==> src/lbfc_pkg.sv <==
// Shared types, constants and the link word packing for the link bit flip counter.
// No dependencies; imported by lbfc_flip_calc and link_bit_flip_counter_core.
package lbfc_pkg;

    localparam int NUM_PORTS  = 5;
    localparam int WORD_BITS  = 34;
    localparam int PORT_W     = 3;
    localparam int KIND_W     = 2;
    localparam int ID_W       = 8;
    localparam int PAYLOAD_W  = 32;
    localparam int TOTAL_W    = 16;
    localparam int COUNT_W    = 6;
    localparam int CFG_IDX_W  = 1;
    localparam int CFG_DATA_W = 1;

    localparam int S_TDATA_W = 64;
    localparam int S_TUSER_W = PORT_W + KIND_W;
    localparam int M_TDATA_W = 24;
    localparam int M_TUSER_W = 1;

    localparam logic [COUNT_W-1:0] WORD_BITS_C = COUNT_W'(WORD_BITS);
    localparam logic [COUNT_W-1:0] HALF_BITS_C = COUNT_W'(WORD_BITS / 2);
    localparam logic [TOTAL_W-1:0] TOTAL_MAX   = '1;

    localparam int HEAD_MARK_BIT = 32;
    localparam int TAIL_MARK_BIT = 33;

    typedef logic [WORD_BITS-1:0] link_word_t;

    typedef enum logic [KIND_W-1:0] {
        KIND_HEAD = 2'd0,
        KIND_BODY = 2'd1,
        KIND_TAIL = 2'd2
    } flit_kind_t;

    typedef enum logic [CFG_IDX_W-1:0] {
        REG_TRANSITION = 1'd0,
        REG_BUS_INVERT = 1'd1
    } cfg_index_t;

    typedef struct packed {
        logic transition_signaling;
        logic bus_invert_enable;
    } cfg_t;

    typedef struct packed {
        logic [TOTAL_W-1:0] total_flips;
        logic               inverted;
        logic [COUNT_W-1:0] flip_count;
    } result_t;

    function automatic link_word_t pack_word(
        input logic [KIND_W-1:0]    kind,
        input logic [ID_W-1:0]      source_id,
        input logic [ID_W-1:0]      dest_id,
        input logic [PAYLOAD_W-1:0] payload_word
    );
        link_word_t w;
        w = '0;
        case (kind)
            KIND_HEAD: begin
                w[ID_W-1:0]      = source_id;
                w[2*ID_W-1:ID_W] = dest_id;
                w[HEAD_MARK_BIT] = 1'b1;
            end
            KIND_BODY: begin
                w[PAYLOAD_W-1:0] = payload_word;
            end
            default: begin
                w[TAIL_MARK_BIT] = 1'b1;
            end
        endcase
        return w;
    endfunction

endpackage

==> src/lbfc_flip_calc.sv <==
// Flip count for one flit: popcount of changed or set bits, bus invert choice,
// saturating running total. Combinational; depends on lbfc_pkg.
module lbfc_flip_calc
    import lbfc_pkg::*;
(
    input  link_word_t         word,
    input  link_word_t         last_word,
    input  cfg_t               cfg,
    input  logic [TOTAL_W-1:0] prior_flips,
    output result_t            result
);

    link_word_t             diff;
    logic [COUNT_W-1:0]     raw_count;
    logic                   invert;
    logic [COUNT_W-1:0]     count;
    logic [TOTAL_W:0]       sum;

    always_comb begin
        diff      = cfg.transition_signaling ? word : (word ^ last_word);
        raw_count = COUNT_W'($countones(diff));
        invert    = cfg.bus_invert_enable && (raw_count > HALF_BITS_C);
        count     = invert ? (WORD_BITS_C - raw_count) : raw_count;
        sum       = {1'b0, prior_flips} + {{(TOTAL_W + 1 - COUNT_W){1'b0}}, count};

        result.flip_count  = count;
        result.inverted    = invert;
        result.total_flips = sum[TOTAL_W] ? TOTAL_MAX : sum[TOTAL_W-1:0];
    end

endmodule

==> src/link_bit_flip_counter_core.sv <==
// Link bit flip counter: one flip-count result per flit, last link word per port.
// Depends on lbfc_pkg and lbfc_flip_calc.
//
// Usage:
//   s_ channel carries one flit per transaction; m_ channel returns one result
//   per flit, in order. The cfg_ port writes transition_signaling (index 0) and
//   bus_invert_enable (index 1) at any edge with cfg_wr_en high; write it only
//   while no flit is in flight.
//   Throughput: one flit per cycle while the receiver keeps m_tready high. An
//   input register feeds the popcount, the bus invert choice and the saturating
//   add, which land in the output register together with the update of that
//   port's last link word; m_tdata is driven from the output register.
//   Receiver stall: the output register holds its result; the input register
//   still takes one more flit, then s_tready drops until m_tready returns.
//   Reset (aresetn low, synchronous): both pipeline stages empty, all stored
//   last link words zero, both configuration bits zero.
//   A port number at or above the port count compares against zero and stores
//   nothing.
module link_bit_flip_counter_core
    import lbfc_pkg::*;
(
    input  logic                  aclk,
    input  logic                  aresetn,

    input  logic                  cfg_wr_en,
    input  logic [CFG_IDX_W-1:0]  cfg_index,
    input  logic [CFG_DATA_W-1:0] cfg_data,

    input  logic                  s_tvalid,
    output logic                  s_tready,
    // [7:0] source_id, [15:8] dest_id, [47:16] payload_word, [63:48] prior_flips
    input  logic [S_TDATA_W-1:0]  s_tdata,
    // [2:0] port, [4:3] flit_kind
    input  logic [S_TUSER_W-1:0]  s_tuser,

    output logic                  m_tvalid,
    input  logic                  m_tready,
    // [5:0] flip_count, [21:6] total_flips, [23:22] zero
    output logic [M_TDATA_W-1:0]  m_tdata,
    // [0] inverted
    output logic [M_TUSER_W-1:0]  m_tuser
);

    cfg_t                   cfg_reg;
    cfg_t                   cfg_next;

    logic                   in_valid_reg;
    logic                   in_valid_next;
    logic [PORT_W-1:0]      in_port_reg;
    logic [KIND_W-1:0]      in_kind_reg;
    logic [ID_W-1:0]        in_source_reg;
    logic [ID_W-1:0]        in_dest_reg;
    logic [PAYLOAD_W-1:0]   in_payload_reg;
    logic [TOTAL_W-1:0]     in_prior_reg;

    logic                   out_valid_reg;
    logic                   out_valid_next;
    result_t                out_result_reg;

    link_word_t             last_word_reg [NUM_PORTS];
    logic [NUM_PORTS-1:0]   port_hit;
    link_word_t             word;
    link_word_t             last_word;
    result_t                result;

    logic                   s_accept;
    logic                   advance;

    assign advance  = in_valid_reg && (!out_valid_reg || m_tready);
    assign s_tready = !in_valid_reg || advance;
    assign s_accept = s_tvalid && s_tready;

    always_comb begin
        cfg_next = cfg_reg;
        if (cfg_wr_en) begin
            unique case (cfg_index)
                REG_TRANSITION: cfg_next.transition_signaling = cfg_data[0];
                REG_BUS_INVERT: cfg_next.bus_invert_enable    = cfg_data[0];
                default: ;
            endcase
        end
        in_valid_next  = s_accept || (in_valid_reg && !advance);
        out_valid_next = advance || (out_valid_reg && !m_tready);
    end

    always_comb begin
        word      = pack_word(in_kind_reg, in_source_reg, in_dest_reg, in_payload_reg);
        last_word = '0;
        for (int i = 0; i < NUM_PORTS; i++) begin
            port_hit[i] = ({{(32 - PORT_W){1'b0}}, in_port_reg} == 32'(i));
            if (port_hit[i]) begin
                last_word = last_word_reg[i];
            end
        end
    end

    lbfc_flip_calc u_flip_calc (
        .word        (word),
        .last_word   (last_word),
        .cfg         (cfg_reg),
        .prior_flips (in_prior_reg),
        .result      (result)
    );

    always_ff @(posedge aclk) begin
        if (!aresetn) begin
            cfg_reg       <= '0;
            in_valid_reg  <= 1'b0;
            out_valid_reg <= 1'b0;
        end else begin
            cfg_reg       <= cfg_next;
            in_valid_reg  <= in_valid_next;
            out_valid_reg <= out_valid_next;
        end
    end

    // hold the input stage until it moves on, and load its result into the output stage when it does
    always_ff @(posedge aclk) begin
        if (s_accept) begin
            in_source_reg  <= s_tdata[ID_W-1:0];
            in_dest_reg    <= s_tdata[2*ID_W-1:ID_W];
            in_payload_reg <= s_tdata[2*ID_W+PAYLOAD_W-1:2*ID_W];
            in_prior_reg   <= s_tdata[2*ID_W+PAYLOAD_W+TOTAL_W-1:2*ID_W+PAYLOAD_W];
            in_port_reg    <= s_tuser[PORT_W-1:0];
            in_kind_reg    <= s_tuser[PORT_W+KIND_W-1:PORT_W];
        end
        if (advance) begin
            out_result_reg <= result;
        end
    end

    always_ff @(posedge aclk) begin
        for (int i = 0; i < NUM_PORTS; i++) begin
            if (!aresetn) begin
                last_word_reg[i] <= '0;
            end else if (advance && port_hit[i]) begin
                last_word_reg[i] <= word;
            end
        end
    end

    assign m_tvalid = out_valid_reg;
    assign m_tdata  = {{(M_TDATA_W - TOTAL_W - COUNT_W){1'b0}},
                       out_result_reg.total_flips, out_result_reg.flip_count};
    assign m_tuser  = out_result_reg.inverted;

`ifndef SYNTH
    a_count_range: assert property (@(posedge aclk) disable iff (!aresetn)
        m_tvalid |-> (out_result_reg.flip_count <= WORD_BITS_C))
        else $error("flip count above link width");

    a_invert_cheaper: assert property (@(posedge aclk) disable iff (!aresetn)
        (m_tvalid && out_result_reg.inverted) |->
            (cfg_reg.bus_invert_enable && (out_result_reg.flip_count < HALF_BITS_C)))
        else $error("inverted result without bus invert or not cheaper");

    a_total_covers_count: assert property (@(posedge aclk) disable iff (!aresetn)
        m_tvalid |-> (out_result_reg.total_flips >=
            {{(TOTAL_W - COUNT_W){1'b0}}, out_result_reg.flip_count}))
        else $error("total flips below this hop's count");

    a_word_stored: assert property (@(posedge aclk) disable iff (!aresetn)
        (advance && port_hit[0]) |=> (last_word_reg[0] == $past(word)))
        else $error("last link word not updated");
`endif

endmodule
==> config.mk <==
export PLATFORM = sky130hd
export DESIGN_NAME = link_bit_flip_counter_core
export DESIGN_NICKNAME = d
export VERILOG_FILES = /design/src/lbfc_pkg.sv /design/src/lbfc_flip_calc.sv /design/src/link_bit_flip_counter_core.sv
export SDC_FILE = /design/constraint.sdc
export NUM_CORES = 1
export LEC_CHECK = 0
export ABC_AREA = 1
export BUFFER_PORTS_ARGS = -buffer_cell sky130_fd_sc_hd__buf_4
export CAP_MARGIN = 10
export CORE_MARGIN = 8
export CORE_UTILIZATION = 45
export CTS_CLUSTER_DIAMETER = 150
export DETAILED_ROUTE_END_ITERATION = 10
export GPL_TIMING_DRIVEN = 0
export HOLD_SLACK_MARGIN = 0.03
export PLACE_DENSITY_LB_ADDON = 0.2
export SLEW_MARGIN = 20
export SYNTH_ARGS = -nofsm -noshare
export SYNTH_HDL_FRONTEND = slang
export SYNTH_SLANG_ARGS = --single-unit
==> constraint.sdc <==
create_clock -name aclk -period 10.2 [get_ports aclk]
set_input_delay 1.02 -clock aclk [delete_from_list [all_inputs] [get_ports aclk]]
set_output_delay 1.02 -clock aclk [all_outputs]
set_load 0.02 [all_outputs]
==> flow_metrics.py, run 1 <==
metrics = {
    "cells_and_area": {
        "final_cell_area_um2": 15600,
        "multi_input_area_um2": 4270,
        "nets": 1587,
        "seqCellArea_um2": 7950,
        "fillers": 2555,
        "syn2layout_area_growth_pct": 18.6,
        "largest_reg_flops": 170,
        "antennaDiodeCount": 0,
        "drive_gt1_share_pct": 14.9,
    },
    "global_route": {
        "grt_pass1_wl_um": 51200,
        "grt_max_degree": 42,
        "antenna_found_initial": 0,
        "grt.overflow.total": 0,
        "first_global_vias": 9246,
        "grtUsageTotal_pct": 18.4,
    },
    "synthesis": {
        "synthCells": 1307,
        "ys_top_cells_by_count": "nand2_1, edfxtp_1, inv_1",
        "ys_seq_area_share_pct": 60.4,
        "synthFlopType": "edfxtp_1",
        "synthTopCellsByArea": "edfxtp_1, nand2_1, inv_1, nor2_1, fa_1",
        "synth.most_common_cell": "nand2_1",
        "synth_edf_count": 262,
        "netlist_area_um2": 13200,
        "yosys_register_bits": 266,
        "syn_area_per_cell_um2": 10.1,
        "async_reset_ff_share_pct": 0,
        "yosys.area.top_type_share_pct": 59.8,
        "yosys_warnings": 0,
        "ys_types": 32,
        "synth_top_area_cell": "edfxtp_1",
    },
    "timing": {
        "slew_headroom_pct": 45.9,
        "setup_violations": 0,
        "worst_slew_pin_slew_ns": 0.812,
        "period_needed_ns": 8.83,
        "finClkSkew_ns": 0.0118,
        "setup_tns_ns": 0,
        "max_freq_mhz": 113,
        "fin_crit_sh_pct": 86.6,
        "slew_violations": 0,
        "hold_viol_final": 0,
        "rsz0062_at_grt": "no",
    },
    "clock_network": {
        "cts_tree": "done",
        "cts-root-buf": "clkbuf_16",
        "clock_sinks": 266,
        "postCtsResizedCells": 0,
        "clk_latency_ns": 0.55,
        "ctsHoldBuffers": 0,
        "clk_path_buf_depth": 3,
        "postCtsSetupRepairBufs": 0,
        "cts-htree-levels": 1,
        "numCtsBuffers": 30,
        "clk_transition_reported_paths_ns": 0.06,
    },
    "critical_path": {
        "cpLargestDelayFamily": "adder cells",
        "worstReg2RegStart": "in_kind_reg[1]",
        "end_kind": "flip-flop",
        "rrSetupSlack_ns": 1.37,
        "slowest_stage": "fa_1",
        "crit_fanout": 10,
        "critical_path_class": "flip-flop to flip-flop",
        "cp.required_ns": 10.50,
        "worst-path-buf-inv": 10,
        "arrival_ns": 9.13,
        "reg2reg_to": "m_tdata[19]",
        "worstRegToRegCells": 38,
        "max_stage_delay_ns": 0.59,
        "critical_path.startpoint_type": "flip-flop",
    },
    "placement": {
        "dpl.hpwl_um": 22500,
        "port_buffers": 100,
        "place_congestion": 0.889,
        "placedInstanceArea_um2": 14700,
    },
    "outcome": {
        "status": "completed",
    },
    "drt": {
        "wl_um": 32300,
        "first_pass_iters": 5,
        "drt_iter0_markers": 713,
        "wl_per_cell_um": 17.4,
        "via_per_inst": 5.08,
        "ant_nets": 0,
        "route.vias.total": 9427,
        "drc": 0,
    },
    "flow_run": {
        "maxCapViolCount": 0,
    },
    "hold_path": {
        "hold_depth": 2,
        "hold_end": "m_tvalid",
        "hold_path_class": "flip-flop to flip-flop",
        "hp-start": "in_valid_reg",
    },
    "die": {
        "ioPinCount": 103,
        "die_height_um": 187,
        "core_area_um2": 28800,
        "num_rows": 62,
        "die-area_um2": 35000,
        "die_x_um": 187,
        "initial_core_util_pct": 45.7,
    },
}
layer usage:
layer  part of all wire (%)  track usage [%]
met5                      0                0
met4                    2.4             5.07
met3                    7.7             3.08
met2                     45             29.4
met1                     45             25.6
cells in the final DEF, fill, tap and decap left out, types with 6 or more instances in the layout:
cell type and instances:
or2_2 19, buf_2 25, o21ai_0 27, edfxtp_1 262
nand2_1 295, nor2_1 179, clkbuf_1 18, nand4_1 22
clkinv_1 9, clkbuf_16 31, clkinv_2 6, o22ai_1 16
xor2_1 7, a21oi_1 43, inv_1 194, ha_1 33
buf_4 107, fa_1 29, nand3_1 95
cells by family (layout without fill, tap and decap cells):
family / after synthesis / count (layout) / synth area share (%)
simple gates: 626 / 626 / 20.0
flops: 266 / 266 / 60.4
buf+inv: 248 / 413 / 7.51
compound gates: 94 / 94 / 3.79
fa+ha+maj: 62 / 62 / 7.55
xor+xnor: 10 / 10 / 0.666
other cells: 1 / 2 / 0.0285
worst register-to-register path, delay by kind of cell, from the launching register on:
kind                     cells  cell delay, ns
adder cells (fa/ha/maj)      9            3.74
AND/OR/NAND/NOR             14            1.77
buffers and inverters       10            1.42
AO/OA/AOI/OAI                3            0.86
flip-flops                   1            0.47
XOR/XNOR                     2            0.29
stage by stage:
step	setup WS (ns)	util (%)	std cells	hold WS [ns]
3_3_place_gp	1.47	50.0	1792	0.451
2_1_floorplan	2.90	-	1308	0.441
5_1_grt	0.738	54.2	1857	0.533
3_5_place_dp	1.38	50.9	1801	0.463
6_report	1.37	54.2	1857	0.475
4_1_cts	1.37	54.2	1857	0.472
cell type report:
type,count,share of cell area (%)
buffer,47,1.50
inverter,201,4.85
tap,384,3.08
clock inverter,18,1.01
clock buffer,38,5.14
multi-input combinational,794,27.4
sequential,266,50.9
timing repair buffer,109,6.14
worst max path at each step:
stage	startpoint	to	cells past startpoint
CTS	in_kind_reg[1]	m_tdata[19]	38
global route	in_kind_reg[1]	m_tdata[19]	38
finish	in_kind_reg[1]	m_tdata[19]	38
detailed placement	in_kind_reg[1]	m_tdata[19]	38
global placement	in_kind_reg[1]	m_tdata[19]	38
floorplan	in_port_reg[0]	m_tdata[19]	43
Power of run 1 is left out: the tool's default activity adds up to more than one toggle a clock period on the data nets, which glitch-free logic cannot reach.
==> run 2: changes to the inputs <==
Settings changed: CORE_MARGIN 8 to unset.
Clock period 10.2 ns to 11.34 ns, I/O delays scaled along.
==> run 2 against run 1 <==
Compared with the run above: setup slack gained 1.4 ns; via count shrank 0.90%; non-clock buffer count unchanged; routed wire length decreased by 4.1%; critical path depth unchanged; register-to-register slack improved by 1.4 ns; highest routed layer unchanged.
==> flow_metrics.py, run 2 (synthesis gave the netlist of run 1 again) <==
metrics = {
    "outcome": {
        "status": "completed",
    },
    "clock_network": {
        "cts-root-buf": "clkbuf_16",
        "clock_sinks": 266,
        "cts-htree-levels": 1,
        "clk_latency_ns": 0.57,
        "cts_tree": "done",
        "ctsHoldBuffers": 0,
        "postCtsSetupRepairBufs": 0,
        "numCtsBuffers": 30,
        "postCtsResizedCells": 0,
        "clk_transition_reported_paths_ns": 0.06,
        "clk_path_buf_depth": 3,
    },
    "timing": {
        "worst_slew_pin_slew_ns": 0.852,
        "rsz0062_at_grt": "no",
        "setup_tns_ns": 0,
        "hold_viol_final": 0,
        "slew_violations": 0,
        "period_needed_ns": 8.61,
        "timing.hold.ws_ns": 0.474,
        "fin_crit_sh_pct": 75.9,
        "finClkSkew_ns": 0.0186,
        "setup_violations": 0,
        "slew_headroom_pct": 43.2,
        "max_freq_mhz": 116,
    },
    "cells_and_area": {
        "fillers": 2618,
        "largest_reg_flops": 170,
        "antennaDiodeCount": 0,
        "layout_commonest_cell": "nand2_1",
        "syn2layout_area_growth_pct": 18.7,
        "drive_gt1_share_pct": 14.7,
        "final_cell_area_um2": 15600,
        "final_core_util_pct": 54.4,
        "final_cell_mix": "nand2_1, edfxtp_1, inv_1, nor2_1, buf_4",
        "seqCellArea_um2": 7950,
        "nets": 1587,
        "multi_input_area_um2": 4270,
    },
    "critical_path": {
        "critical_path_class": "flip-flop to flip-flop",
        "rrSetupSlack_ns": 2.73,
        "slowest_stage": "fa_1",
        "worstReg2RegStart": "in_kind_reg[1]",
        "max_stage_delay_ns": 0.59,
        "arrival_ns": 8.90,
        "critical_path.startpoint_type": "flip-flop",
        "cp.required_ns": 11.64,
        "end_kind": "flip-flop",
        "reg2reg_to": "m_tdata[19]",
        "worstRegToRegCells": 38,
        "crit_fanout": 10,
    },
    "global_route": {
        "grtUsageTotal_pct": 21.1,
        "grt_pass1_wl_um": 48800,
        "antenna_found_initial": 0,
        "first_global_vias": 8993,
        "grt.overflow.total": 0,
        "grt_max_degree": 47,
    },
    "die": {
        "num_rows": 62,
        "die_x_um": 173,
        "core_area_um2": 28700,
        "ioPinCount": 103,
        "initial_core_util_pct": 45.8,
        "die-area_um2": 29900,
        "die_height_um": 173,
    },
    "drt": {
        "via_per_inst": 5.05,
        "wl_per_cell_um": 16.7,
        "ant_nets": 0,
        "route.vias.total": 9342,
        "first_pass_iters": 5,
        "drt_iter0_markers": 722,
        "drc": 0,
        "wl_um": 31000,
    },
    "hold_path": {
        "hold_end": "m_tvalid",
        "hold_depth": 2,
        "hold_path_class": "flip-flop to flip-flop",
        "hp-start": "in_valid_reg",
    },
    "placement": {
        "dpl.hpwl_um": 21500,
        "port_buffers": 100,
        "placedInstanceArea_um2": 14700,
        "place_congestion": 0.908,
    },
    "flow_run": {
        "maxCapViolCount": 0,
    },
}
run 2: changes by cell type in the layout (fill, tap and decap cells not counted):
cell,previous run,this run
buf_12,2,1
buf_8,2,1
buf_16,5,7
clkbuf_16,31,30
clkinv_2,6,1
bufinv_16,3,4
clkinv_8,0,1
clkinv_1,9,7
run 2: worst max-delay path by stage:
stage             endpoint  slack [ns]           start  cells after the start
2_1_floorplan  m_tdata[19]        4.04  in_port_reg[0]                     43
3_3_place_gp   m_tdata[19]        2.79  in_kind_reg[1]                     38
3_5_place_dp   m_tdata[19]        2.73  in_kind_reg[1]                     38
4_1_cts        m_tdata[19]        2.64  in_kind_reg[1]                     38
5_1_grt        m_tdata[19]        2.05  in_kind_reg[1]                     38
6_report       m_tdata[19]        2.73  in_kind_reg[1]                     38
run 2: routing by layer:
layer  part of all wire, %  track usage, %
met1                    45            29.4
met2                    46            34.2
met3                   6.2            3.06
met4                   3.2            6.82
met5                     0               0
run 2: final cells by class:
type | count | share of cell area (%)
clock buffers | 37 | 4.97
repair buffers | 109 | 6.26
flip-flops and latches | 266 | 50.9
multi-input cells | 794 | 27.4
well taps | 384 | 3.08
plain buffers | 47 | 1.50
inverters | 201 | 4.85
clock inverters | 13 | 1.10
run 2: critical path, delay by kind of cell, from the launching register on:
| kind | cells | cell delay (ns) |
|---|---|---|
| buffers and inverters | 10 | 1.41 |
| XOR/XNOR | 2 | 0.25 |
| AO/OA/AOI/OAI | 3 | 0.81 |
| flip-flops | 1 | 0.46 |
| adder cells (fa/ha/maj) | 9 | 3.73 |
| AND/OR/NAND/NOR | 14 | 1.68 |
run 2: through the flow:
step / setup WS [ns] / cells
final: 2.73 / 1851
after global routing: 2.05 / 1851
after CTS: 2.64 / 1851
after detailed placement: 2.73 / 1801
after global placement: 2.79 / 1792
after floorplan: 4.04 / 1308
Power of run 2 is left out for the same reason.
==> run 3: changes to the inputs <==
Clock period 11.34 ns to 8.45 ns, I/O delays scaled along.
==> run 3 against run 2 <==
Compared with the run above: core utilization is 0.79 points higher; global-route usage hardly changed; critical path depth is 2 higher; flip-flop and latch count stayed put; cell area is 1.5% higher; register-to-register slack worse by 2.3 ns; setup slack worse by 2.3 ns; non-clock buffer count is 13 higher; die area stayed put; cell count is 0.70% higher; hold slack worse by 0.024 ns; sequential share of layout area is 0.73 points lower; critical path type unchanged.
==> flow_metrics.py, run 3 (synthesis gave the netlist of run 1 again) <==
metrics = {
    "placement": {
        "port_buffers": 100,
        "dpl.hpwl_um": 21500,
        "place_ws_ns": -0.159,
        "place_congestion": 0.908,
    },
    "critical_path": {
        "critical_path.startpoint_type": "flip-flop",
        "arrival_ns": 8.34,
        "cpLargestDelayFamily": "adder cells",
        "worst-path-buf-inv": 9,
        "cp.required_ns": 8.74,
        "end_kind": "flip-flop",
        "crit_fanout": 10,
        "critical_path_class": "flip-flop to flip-flop",
        "crit_top_cell": "nand2_1",
        "max_stage_delay_ns": 0.53,
        "slowest_stage": "fa_1",
    },
    "drt": {
        "route.vias.total": 9391,
        "wl_um": 31200,
        "drt_iter0_markers": 742,
        "via_per_inst": 5.04,
        "ant_nets": 0,
        "drc": 0,
        "first_pass_iters": 5,
        "wl_per_cell_um": 16.7,
    },
    "timing": {
        "max_freq_mhz": 124,
        "fin_crit_sh_pct": 95.2,
        "period_needed_ns": 8.05,
        "setup_violations": 0,
        "worst_slew_pin_slew_ns": 0.848,
        "timing.final.ws_setup_ns": 0.403,
        "finClkSkew_ns": 0.0181,
        "slew_headroom_pct": 43.5,
        "hold_viol_final": 0,
        "slew_violations": 0,
    },
    "die": {
        "ioPinCount": 103,
        "die-area_um2": 29900,
        "core_area_um2": 28700,
        "num_rows": 62,
        "initial_core_util_pct": 45.8,
        "die_height_um": 173,
        "die_x_um": 173,
    },
    "clock_network": {
        "clock_sinks": 266,
        "clk_latency_ns": 0.57,
        "clk_transition_reported_paths_ns": 0.06,
        "cts_tree": "done",
        "numCtsBuffers": 30,
        "cts-htree-levels": 1,
        "clk_path_buf_depth": 3,
        "cts-root-buf": "clkbuf_16",
    },
    "outcome": {
        "status": "completed",
    },
    "cells_and_area": {
        "largest_reg_flops": 170,
        "drive_gt1_share_pct": 17.1,
        "antennaDiodeCount": 0,
        "final_cell_mix": "nand2_1, edfxtp_1, inv_1, nor2_1, buf_4",
        "syn2layout_area_growth_pct": 20.4,
        "layout_commonest_cell": "nand2_1",
        "nets": 1600,
    },
    "global_route": {
        "grt_pass1_wl_um": 48900,
        "grtUsageTotal_pct": 21.1,
        "grt.overflow.total": 0,
        "first_global_vias": 9006,
        "antenna_found_initial": 0,
        "grt_max_degree": 47,
    },
    "hold_path": {
        "hold_path_class": "input pin to flip-flop",
    },
    "flow_run": {
        "maxCapViolCount": 0,
    },
}
==> run 3: cell count changes in the layout (fill, tap and decap cells not counted), moves of 4 or more <==
cell      delta
clkbuf_1     -5
buf_4       +16
clkbuf_2     +9
buf_1        -4
o22ai_1      -7
o22ai_2      +7
buf_2        -7
==> run 3: area by class of cell <==
cell class              count  area (um^2)
clock buffers              37          777
clock inverters            13          171
inverters                 201          769
well taps                 384          480
flip-flops and latches    266         7950
plain buffers              47          270
repair buffers            122         1080
multi-input cells         794         4350
fillers                  2592        12900
==> run 3: final timing paths <==
| check | startpoint | end | slack [ns] | cells past startpoint |
|---|---|---|---|---|
| worst min register to register | in_valid_reg | m_tvalid | 0.47 | 2 |
| worst max-delay path | in_port_reg[0] | m_tdata[16] | 0.40 | 40 |
| worst min-delay path | s_tdata[38] | in_payload_reg[22] | 0.45 | 1 |
| worst max register to register | in_port_reg[0] | m_tdata[16] | 0.40 | 40 |
==> run 3: worst reg2reg max path: cells and delay by family (launching register included) <==
kind | cells | cell delay, ns
AO/OA/AOI/OAI | 3 | 0.44
XOR/XNOR | 2 | 0.32
adder cells (fa/ha/maj) | 9 | 3.81
buffers and inverters | 9 | 0.96
flip-flops | 1 | 0.47
AND/OR/NAND/NOR | 17 | 1.79
==> run 3: stage by stage <==
| stage | instances | setup TNS (ns) | utilization [%] | instance area, um^2 | hold slack (ns) |
|---|---|---|---|---|---|
| 2_1_floorplan | 1308 | 0 | - | 13200 | 0.441 |
| 3_3_place_gp | 1792 | -0.787 | 50.1 | 14400 | 0.451 |
| 3_5_place_dp | 1801 | -1.46 | 51.1 | 14700 | 0.466 |
| 4_1_cts | 1852 | 0 | 54.5 | 15600 | 0.423 |
| 5_1_grt | 1864 | -0.00211 | 55.2 | 15800 | 0.428 |
| 6_report | 1864 | 0 | 55.2 | 15800 | 0.450 |
==> run 3: metal layers <==
metal  share of wire, %  wire [um]  track usage [%]  vias to the layer above
met4                3.1        959             6.82                        0
met2                 46      14400             34.3                      268
met1                 46      14300             29.4                     4477
met5                  0          0                0                        -
met3                5.2       1620             3.03                       61
li1                   -          -                -                     4585
==> run 3: what timing repair did <==
action / in CTS / in global routing
hold buffers: 0 / 0
pin swaps: 0 / 2
endpoints found under the setup margin: 15 / 16
setup buffers: 1 / 12
gates resized for setup: 2 / 46
Power of run 3 is left out for the same reason.
